File: src/design/tev_pkg.sv
// shared types and constants of the timed event queue
package tev_pkg;

  // most due events handed out by one update item
  localparam int MAX_RESULTS = 16;

  typedef enum logic [1:0] {
    ST_ACCEPTED = 2'd0,
    ST_DROPPED  = 2'd1,
    ST_DUE      = 2'd2,
    ST_NONE     = 2'd3
  } status_t;

  // commands from the controller to the datapath
  typedef struct packed {
    logic    load;
    logic    insert;
    logic    pop;
    logic    emit;
    status_t kind;
    logic    last;
  } dp_cmd_t;

  // status from the datapath to the controller
  typedef struct packed {
    logic full;
    logic head_due;
    logic next_due;
    logic out_free;
  } dp_stat_t;

endpackage

File: src/design/tev_datapath.sv
// sorted event register file, due time adder and output register
module tev_datapath #(
  parameter int DEPTH      = 16,
  parameter int TIME_WIDTH = 32,
  parameter int TAG_WIDTH  = 16
) (
  input  logic              clk,
  input  logic              rst,
  input  logic [31:0]       now_time,
  input  logic [31:0]       delay,
  input  logic [15:0]       tag,
  input  tev_pkg::dp_cmd_t  ctl,
  output tev_pkg::dp_stat_t stat,
  output logic              out_valid,
  input  logic              out_ready,
  output logic [1:0]        status,
  output logic [15:0]       event_tag,
  output logic [31:0]       due_time,
  output logic              last
);
  import tev_pkg::*;

  localparam int TW  = TIME_WIDTH;
  localparam int TGW = (TAG_WIDTH < 16) ? TAG_WIDTH : 16;
  localparam int CW  = $clog2(DEPTH + 1);

  logic [TW-1:0]  entry_time [DEPTH];
  logic [TGW-1:0] entry_tag  [DEPTH];
  logic [CW-1:0]  entry_count;
  logic [TW-1:0]  now_r;
  logic [TW-1:0]  due_r;
  logic [TGW-1:0] tag_r;

  logic [TW:0]    sum;
  logic [TW-1:0]  due_next;

  // per slot: the new event lands at or before this slot
  logic           ins_at    [DEPTH];
  logic           prev_ins  [DEPTH];
  logic [TW-1:0]  prev_time [DEPTH];
  logic [TGW-1:0] prev_tag  [DEPTH];
  logic [TW-1:0]  next_time [DEPTH];
  logic [TGW-1:0] next_tag  [DEPTH];

  assign sum      = {1'b0, TW'(now_time)} + {1'b0, TW'(delay)};
  assign due_next = sum[TW] ? '1 : sum[TW-1:0];

  for (genvar i = 0; i < DEPTH; i++) begin : gen_slot
    assign ins_at[i] = (CW'(i) >= entry_count) || (entry_time[i] >= due_r);
    if (i == 0) begin : gen_head
      assign prev_ins[i]  = 1'b0;
      assign prev_time[i] = due_r;
      assign prev_tag[i]  = tag_r;
    end else begin : gen_body
      assign prev_ins[i]  = ins_at[i-1];
      assign prev_time[i] = entry_time[i-1];
      assign prev_tag[i]  = entry_tag[i-1];
    end
    if (i == DEPTH - 1) begin : gen_tail
      assign next_time[i] = entry_time[i];
      assign next_tag[i]  = entry_tag[i];
    end else begin : gen_inner
      assign next_time[i] = entry_time[i+1];
      assign next_tag[i]  = entry_tag[i+1];
    end
  end

  always_ff @(posedge clk) begin
    if (ctl.load) begin
      now_r <= TW'(now_time);
      due_r <= due_next;
      tag_r <= tag[TGW-1:0];
    end
    for (int i = 0; i < DEPTH; i++) begin
      if (ctl.insert) begin
        if (prev_ins[i]) begin
          entry_time[i] <= prev_time[i];
          entry_tag[i]  <= prev_tag[i];
        end else if (ins_at[i]) begin
          entry_time[i] <= due_r;
          entry_tag[i]  <= tag_r;
        end
      end else if (ctl.pop) begin
        entry_time[i] <= next_time[i];
        entry_tag[i]  <= next_tag[i];
      end
    end
  end

  always_ff @(posedge clk) begin
    if (rst) begin
      entry_count <= '0;
    end else if (ctl.insert) begin
      entry_count <= entry_count + 1'b1;
    end else if (ctl.pop) begin
      entry_count <= entry_count - 1'b1;
    end
  end

  assign stat.full     = (entry_count == CW'(DEPTH));
  assign stat.head_due = (entry_count != '0) && (entry_time[0] <= now_r);
  assign stat.next_due = (entry_count > CW'(1)) && (entry_time[1] <= now_r);
  assign stat.out_free = !out_valid || out_ready;

  // output register: a finished result waits here for the receiver
  always_ff @(posedge clk) begin
    if (rst) begin
      out_valid <= 1'b0;
    end else if (ctl.emit) begin
      out_valid <= 1'b1;
    end else if (out_ready) begin
      out_valid <= 1'b0;
    end
  end

  always_ff @(posedge clk) begin
    if (ctl.emit) begin
      status <= ctl.kind;
      last   <= ctl.last;
      unique case (ctl.kind)
        ST_ACCEPTED, ST_DROPPED: begin
          event_tag <= '0;
          due_time  <= 32'(due_r);
        end
        ST_DUE: begin
          event_tag <= 16'(entry_tag[0]);
          due_time  <= 32'(entry_time[0]);
        end
        ST_NONE: begin
          event_tag <= '0;
          due_time  <= '0;
        end
      endcase
    end
  end

endmodule

File: src/design/tev_ctrl.sv
// control state machine of the timed event queue
module tev_ctrl (
  input  logic              clk,
  input  logic              rst,
  input  logic              in_valid,
  input  logic              cmd,
  output logic              in_ready,
  input  tev_pkg::dp_stat_t stat,
  output tev_pkg::dp_cmd_t  ctl
);
  import tev_pkg::*;

  localparam int NW = $clog2(MAX_RESULTS);

  typedef enum logic [1:0] {
    S_IDLE,
    S_ADD,
    S_UPD
  } state_t;

  state_t        state;
  state_t        state_next;
  logic [NW-1:0] sent;

  assign in_ready = (state == S_IDLE) && !rst;

  always_comb begin
    ctl        = '0;
    ctl.kind   = ST_NONE;
    state_next = state;
    unique case (state)
      S_IDLE: begin
        if (in_valid) begin
          ctl.load   = 1'b1;
          state_next = cmd ? S_UPD : S_ADD;
        end
      end
      S_ADD: begin
        if (stat.out_free) begin
          ctl.emit   = 1'b1;
          ctl.last   = 1'b1;
          ctl.kind   = stat.full ? ST_DROPPED : ST_ACCEPTED;
          ctl.insert = !stat.full;
          state_next = S_IDLE;
        end
      end
      S_UPD: begin
        if (stat.out_free) begin
          ctl.emit = 1'b1;
          if (stat.head_due) begin
            ctl.kind = ST_DUE;
            ctl.pop  = 1'b1;
            // stop when the next slot is not due or the result cap is reached
            ctl.last = !(stat.next_due && (sent != NW'(MAX_RESULTS - 1)));
          end else begin
            ctl.kind = ST_NONE;
            ctl.last = 1'b1;
          end
          if (ctl.last) begin
            state_next = S_IDLE;
          end
        end
      end
      default: state_next = S_IDLE;
    endcase
  end

  always_ff @(posedge clk) begin
    if (rst) begin
      state <= S_IDLE;
      sent  <= '0;
    end else begin
      state <= state_next;
      if (ctl.load) begin
        sent <= '0;
      end else if (ctl.pop) begin
        sent <= sent + 1'b1;
      end
    end
  end

endmodule

File: src/design/timed_event_queue.sv
// top level of the timed event queue
//
// Holds up to DEPTH pending events sorted by due time. The input channel
// (in_valid/in_ready) takes one item at a time: cmd 0 adds an event due at
// now_time + delay (saturating), cmd 1 dispatches the events due at or
// before now_time, at most MAX_RESULTS per item. The output channel
// (out_valid/out_ready) returns one result for an add (accepted or dropped
// when full), and for an update one result per due event, earliest due time
// first, with last on the final one, or a single none-due result.
// An add item is latched on acceptance and its result is registered in the
// output register once that is free; the next item is taken only after that,
// so the block takes no new item before the last one is through. An update is
// latched, then presents one result per cycle while the output register is
// free. The sorted insert is a single compare-and-shift over all slots, and
// dispatch pops the head slot once per cycle while results are taken.
// A stalled receiver holds the result in the output register and the
// block waits without losing or repeating anything. Reset empties the
// queue, clears the output valid and holds in_ready low; no clearing pass
// is needed.
module timed_event_queue #(
  parameter int DEPTH      = 16,
  parameter int TIME_WIDTH = 32,
  parameter int TAG_WIDTH  = 16
) (
  input  logic        clk,
  input  logic        rst,
  input  logic        in_valid,
  output logic        in_ready,
  input  logic        cmd,
  input  logic [31:0] now_time,
  input  logic [31:0] delay,
  input  logic [15:0] tag,
  output logic        out_valid,
  input  logic        out_ready,
  output logic [1:0]  status,
  output logic [15:0] event_tag,
  output logic [31:0] due_time,
  output logic        last
);
  import tev_pkg::*;

  dp_cmd_t  ctl;
  dp_stat_t stat;

  tev_ctrl u_ctrl (
    .clk      (clk),
    .rst      (rst),
    .in_valid (in_valid),
    .cmd      (cmd),
    .in_ready (in_ready),
    .stat     (stat),
    .ctl      (ctl)
  );

  tev_datapath #(
    .DEPTH      (DEPTH),
    .TIME_WIDTH (TIME_WIDTH),
    .TAG_WIDTH  (TAG_WIDTH)
  ) u_datapath (
    .clk       (clk),
    .rst       (rst),
    .now_time  (now_time),
    .delay     (delay),
    .tag       (tag),
    .ctl       (ctl),
    .stat      (stat),
    .out_valid (out_valid),
    .out_ready (out_ready),
    .status    (status),
    .event_tag (event_tag),
    .due_time  (due_time),
    .last      (last)
  );

  // never insert into a full queue
  assert property (@(posedge clk) disable iff (rst) ctl.insert |-> !stat.full)
    else $error("insert into full queue");

  // a new result never overwrites one still waiting
  assert property (@(posedge clk) disable iff (rst) ctl.emit |-> stat.out_free)
    else $error("result overwritten");

  // only a due head slot is popped
  assert property (@(posedge clk) disable iff (rst) ctl.pop |-> stat.head_due)
    else $error("pop of an event not due");

  // one item at a time
  assert property (@(posedge clk) disable iff (rst)
    (in_valid && in_ready) |=> !in_ready)
    else $error("second item taken while busy");

endmodule

File: config.mk
export PLATFORM = sky130hd
export DESIGN_NAME = timed_event_queue
export DESIGN_NICKNAME = d
export VERILOG_FILES = /design/src/design/tev_pkg.sv /design/src/design/tev_datapath.sv /design/src/design/tev_ctrl.sv /design/src/design/timed_event_queue.sv
export SDC_FILE = /design/constraint.sdc
export NUM_CORES = 2
export LEC_CHECK = 0
export ABC_AREA = 0
export BUFFER_PORTS_ARGS = -buffer_cell sky130_fd_sc_hd__buf_2
export CAP_MARGIN = 10
export CORE_ASPECT_RATIO = 1.4
export CORE_MARGIN = 2
export CORE_UTILIZATION = 54
export CTS_BUF_LIST = sky130_fd_sc_hd__clkbuf_4 sky130_fd_sc_hd__clkbuf_8
export CTS_CLUSTER_DIAMETER = 60
export CTS_CLUSTER_SIZE = 16
export DETAILED_ROUTE_END_ITERATION = 6
export PLACE_DENSITY = 0.8
export SYNTH_ARGS = -nofsm -noshare
export SYNTH_HDL_FRONTEND = slang
export SYNTH_SLANG_ARGS = --single-unit
File: constraint.sdc
create_clock -name clk -period 9.85 [get_ports clk]
set_input_delay 1.4775 -clock clk [delete_from_list [all_inputs] [get_ports clk]]
set_output_delay 1.4775 -clock clk [all_outputs]
set_load 0.01 [all_outputs]
### After elaboration in Yosys (flattened, before gate mapping)

Memory sizes are Yosys's and may differ from the RTL's.
Cells that the tools add are included.

* add/subtract/negate cells: 4
* $lt $le $gt $ge: 35
* equal/unequal tests: 11
* mux-type cells: 181
* bitwise gates (word level): 62
* reductions and logical operators: 34

Operators with widths (count)
* 2-to-1 mux 32 bit: 31
* >= comparator 32 bit: 16
* 2-to-1 mux 16 bit: 31
* 2-to-1 mux 1 bit: 103
* case mux 32 bit (3 select lines): 1
* less-or-equal comparator 32 bit: 2
* bitwise OR 1 bit: 62
* >= comparator 4 x 5 -> 1 bit (first input constant): 8
* adder 32 x 32 -> 33 bit: 1
* case mux 16 bit (2 select lines): 1
* >= comparator 3 x 5 -> 1 bit (first input constant): 4
* logical OR 1 bit: 17
* 2-to-1 mux 5 bit: 3
* 2-to-1 mux 2 bit: 6
* >= comparator 1 x 5 -> 1 bit (first input constant): 2
* >= comparator 2 x 5 -> 1 bit (first input constant): 2
* case mux 4 bit (2 select lines): 1
* == test 2 bit (second input constant): 3
* 2-to-1 mux 3 bit: 2
* != test 2 bit (second input constant): 3
* case mux 2 bit (3 select lines): 1
* adder 5 x 1 -> 5 bit (second input constant): 1
* == test 5 bit (second input constant): 1
* greater-than comparator 5 x 1 -> 1 bit (second input constant): 1
* other kinds (14): 24

* flip-flop bits (word level): 143
* RAM bits: 768
* input bits: 85
* output and inout port bits: 53
* word-level logic and storage cells: 340
* memories: 2

Memories
* u_datapath.entry_time: depth 16, bits a word 32, read ports 16, clocked after Yosys merged registers in 0, wr ports 16, RTL line tev_datapath.sv:27 `logic [TW-1:0] entry_time [DEPTH];`
* u_datapath.entry_tag: depth 16, bits a word 16, read ports 16, clocked after Yosys merged registers in 0, wr ports 16, RTL line tev_datapath.sv:28 `logic [TGW-1:0] entry_tag [DEPTH];`

### Longest topological paths before layout

An unclocked memory read counts as a cell.

* depth after elaboration: 14
* mapped depth: 14
* gate-level depth less buffers: 12

### By module

Synthesis repeated with hierarchy kept, for this count alone.

* cells, all modules: 6119
* area total of the unflattened synthesis: 61631.6 um^2

Modules (own cells, without submodules)
* tev_datapath: times used 1, cells each 6069, area an instance 61222.5 um^2
* tev_ctrl: times used 1, cells each 50, area an instance 409.1 um^2

### Least setup slack after synthesis

OpenSTA, ideal clock, no wires.

* path kind: register to register
* from: memory u_datapath.entry_time[0][29] in the netlist's numbering
* to: memory u_datapath.entry_tag[1][0] in the netlist's numbering, enable pin
* arrival: 5.069 ns
* path slack: 4.310 ns
* cell stages (with the launch flop): 10
* path buffers: 0
* path through: edfxtp_1 ha_1 nand4_1 or4_1 nor4_1 a41o_1 a31oi_2 nor3_1 nor2_1 o22ai_1

RTL lines (RTL line)
* start: declaration: tev_datapath.sv:27
* end: declaration: tev_datapath.sv:28

==> impl_metrics.tcl <==
set metrics [dict create \
    dr.pass1.iters 7 \
    fin_crit_sh 0.572 \
    clkSinkCount 911 \
    hpwl_microns 118000 \
    comb_power_share 0.284 \
    rr_worst_depth 9 \
    clkPwrFrac 0.207 \
    ys_types 72 \
    seqPwrFrac 0.510 \
    syn2layout_area_growth_pct 6.14 \
    port_buffers 137 \
    yosysSeqAreaShare 0.474 \
    finalMaxSlewViolations 0 \
    initial_core_util 0.544 \
    track_usage 0.298 \
    drc 0 \
    cp-start-kind "flop" \
    grt_overflow 0 \
    grt_max_degree 276 \
    dpl_cell_area_sq_um 59300 \
    rsz0062_at_grt "no" \
    hold_buffers 0 \
    grt_pass1_vias 44700 \
    min_period_ps 5640 \
    swShare 0.359 \
    setup_viol 0 \
    clk_latency_ps 770 \
    pin_count 138 \
    vias_per_cell 6.54 \
    r2r-end "u_datapath.entry_tag[11][10]$_DFFE_PP_" \
    p_per_area_nw_per_um2 192 \
    fin_worst_skew_ps 45.9 \
    cts_buffers 76 \
    criticalPathCategory "reg -> reg" \
    vdd_drop_max_mv 0.184 \
    synth-seq-cells 911 \
    rows 141 \
    cts_resized 0 \
    antenna_left 0 \
    hold_path.class "reg -> reg" \
    antenna_found_initial 2 \
    cp.arrival_ps 6070 \
    fmax_mhz 177 \
    synth_top_area_frac 0.470 \
    wl_microns 165000 \
    cp_max_fo 31 \
    synthArstFlopShare 0 \
    p_leak_nw 24.1 \
    wire_per_inst_microns 24.2 \
    min-delay-start "u_datapath.entry_tag[15][10]$_DFFE_PP_" \
    internal-power_mw 7.51 \
    syn_area_per_cell_sq_um 10.6 \
    post_cts_buffers 0 \
    drt_iter0_markers 4218 \
    syn_area_sq_um 57400 \
    synth_largest_area_cell "edfxtp_1" \
    syn_inst 5427 \
    status "completed" \
    yosysWarnings 0 \
    final_area_sq_um 60900 \
    r2r_setup_slack_ps 4210 \
    die_w_microns 280 \
    hold_slack_ps 518 \
    max-cap-violations 0 \
    finalNetCount 6116 \
    routed-via-count 44600 \
    path_clk_slew_ps 110 \
    syn-num-nets 6130 \
    r2r-start "u_datapath.due_r[6]$_SDFFCE_PP1P_" \
    dieArea_sq_um 109000 \
    synth_enable_flop_cells 899 \
    cts_tree "done" \
    die_h_microns 390 \
    clock_path_buffers 3 \
    whs_path_depth 2 \
    relSlewSlack 0.268 \
    drive_gt1_frac 0.0830 \
    cp-end-kind "flop" \
    p_sw_mw 4.21 \
    ys_top_cells_by_area "edfxtp_1 47%, ha_1 13%, mux2i_1 9.4%, nand2_1 4.6%, o21ai_0 4.4%" \
    worst_ep_required_time_ps 10280 \
    htreeDepth 3 \
    grt_pass1_wl_microns 253000 \
    tns_ps 0 \
    yosys_most_used_dff "edfxtp_1" \
    tightest_slew_ps 1090 \
    gp_congestion 0.963 \
    whs_endpoint "u_datapath.entry_tag[14][10]$_DFFE_PP_" \
    cts_root_buffer "clkbuf_8" \
    core_sq_um 105000 \
    hold_viol 0 \
]
[flip-flops by register name (all words and copies together), names as in the netlist]
| register | count |
|---|---|
| u_datapath.entry_time | 512 |
| u_datapath.entry_tag | 256 |
| u_datapath.due_r | 32 |
| u_datapath.due_time | 32 |
| u_datapath.now_r | 32 |
| u_datapath.event_tag | 16 |
| u_datapath.tag_r | 16 |
| u_datapath.entry_count | 5 |
| u_ctrl.sent | 4 |
| u_ctrl.state | 2 |
| u_datapath.status | 2 |
| u_datapath.last | 1 |
| u_datapath.out_valid | 1 |
[cells by family after synthesis]
logic type / synth area share
AO/OA/AOI/OAI: 0.147
AND/OR/NAND/NOR: 0.104
flip-flops: 0.474
adder cells (fa/ha/maj): 0.135
multiplexers: 0.103
buffers and inverters: 0.0318
XOR/XNOR: 0.00458
[how the worst max path moves through the flow]
stage,from,to,slack [ps],depth (start not counted)
3_5_place_dp,u_datapath.due_r[6]$_SDFFCE_PP1P_,u_datapath.entry_tag[11][6]$_DFFE_PP_,4360,9
3_3_place_gp,u_datapath.due_r[31]$_SDFFCE_PP1P_,u_datapath.entry_time[1][192]$_DFFE_PP_,4440,11
6_report,u_datapath.due_r[6]$_SDFFCE_PP1P_,u_datapath.entry_tag[11][10]$_DFFE_PP_,4210,9
4_1_cts,u_datapath.due_r[31]$_SDFFCE_PP1P_,u_datapath.entry_tag[14][11]$_DFFE_PP_,4300,12
5_1_grt,u_datapath.due_r[31]$_SDFFCE_PP1P_,u_datapath.entry_tag[14][2]$_DFFE_PP_,3910,12
2_1_floorplan,u_datapath.entry_time[0][29]$_DFFE_PP_,u_datapath.entry_tag[1][0]$_DFFE_PP_,4310,9
[worst max-delay path, cell delays in order (launching register included)]
cell and delay, ps:
edfxtp_1 860, inv_1 650, ha_1 500, a21o_1 190, a221oi_1 210, o21ai_0 190
a211o_1 350, o21ai_0 870, nand3_2 860, buf_4 570
[cells in the mapped netlist, types with 8 or more instances]
library cell,instances
edfxtp_1,899
nand2_1,710
ha_1,617
mux2i_1,538
o21ai_0,509
a21oi_1,497
nor2_1,334
clkbuf_1,196
a21o_1,131
inv_1,100
o21ai_1,90
buf_2,84
nand4_1,84
nor3_1,54
mux2_2,49
o22ai_1,49
nand3_1,42
nor2b_1,34
a211oi_1,33
nand2b_1,32
buf_4,28
and2_1,23
o211ai_1,20
a31oi_1,18
o21a_1,18
xor2_1,18
and4_1,15
a211o_1,13
buf_1,13
and3_1,12
dfxtp_1,12
o31ai_1,12
xnor2_1,12
o2111ai_1,11
a2111oi_0,9
a221oi_1,9
a221o_1,8
[area by class of cell]
class                   instances  area (sq um)
repair buffers                232          1450
clock inverters                34           392
multi-input cells            4092         28600
flip-flops and latches        911         27200
well taps                    1358          1700
diodes                          3          7.51
clock buffers                  91          1200
fillers                      8811         44600
inverters                     100           375
[metal layers]
metal,vias to the layer above,GRT usage,wire [microns]
met2,1910,0.520,82400
met3,543,0.0313,9740
met1,21900,0.356,62900
met4,0,0.173,10100
li1,20300,-,-
met5,-,0,0
[power by group through the flow]
stage | logic, mW | registers [mW] | clock network (mW)
3_5_place_dp | 3.26 | 6.03 | 0
3_3_place_gp | 3.10 | 6.03 | 0
5_1_grt | 3.70 | 6.01 | 2.55
2_1_floorplan | 2.29 | 5.74 | 0
6_report | 3.32 | 5.97 | 2.42
4_1_cts | 3.28 | 5.95 | 2.43
[cells in the final DEF, fill, tap and decap left out, types with 15 or more instances in the layout]
master | synthesis | layout
xor2_1 | 18 | 18
buf_4 | 28 | 91
buf_2 | 84 | 137
edfxtp_1 | 899 | 899
nand3_1 | 42 | 29
nand2_1 | 710 | 709
clkbuf_8 | 0 | 82
a31oi_1 | 18 | 17
mux2_2 | 49 | 49
nand4_1 | 84 | 84
o22ai_1 | 49 | 48
and4_1 | 15 | 15
a211oi_1 | 33 | 33
o21a_1 | 18 | 18
ha_1 | 617 | 617
o21ai_1 | 90 | 88
nor3_1 | 54 | 53
nor2b_1 | 34 | 34
nor2_1 | 334 | 326
and2_1 | 23 | 22
o211ai_1 | 20 | 20
mux2i_1 | 538 | 538
nand2b_1 | 32 | 32
o21ai_0 | 509 | 509
a21oi_1 | 497 | 496
inv_1 | 100 | 100
a21o_1 | 131 | 131
[stage by stage]
step / utilization / cells / setup slack (ps) / power, mW
after CTS: 0.578 / 6818 / 4300 / 11.7
after global routing: 0.578 / 6820 / 3910 / 12.3
after detailed placement: 0.563 / 6693 / 4360 / 9.29
final: 0.578 / 6821 / 4210 / 11.7
after floorplan: - / 5427 / 4310 / 8.04
after global placement: 0.563 / 6693 / 4440 / 9.12
(Power assumes the default switching activity.)
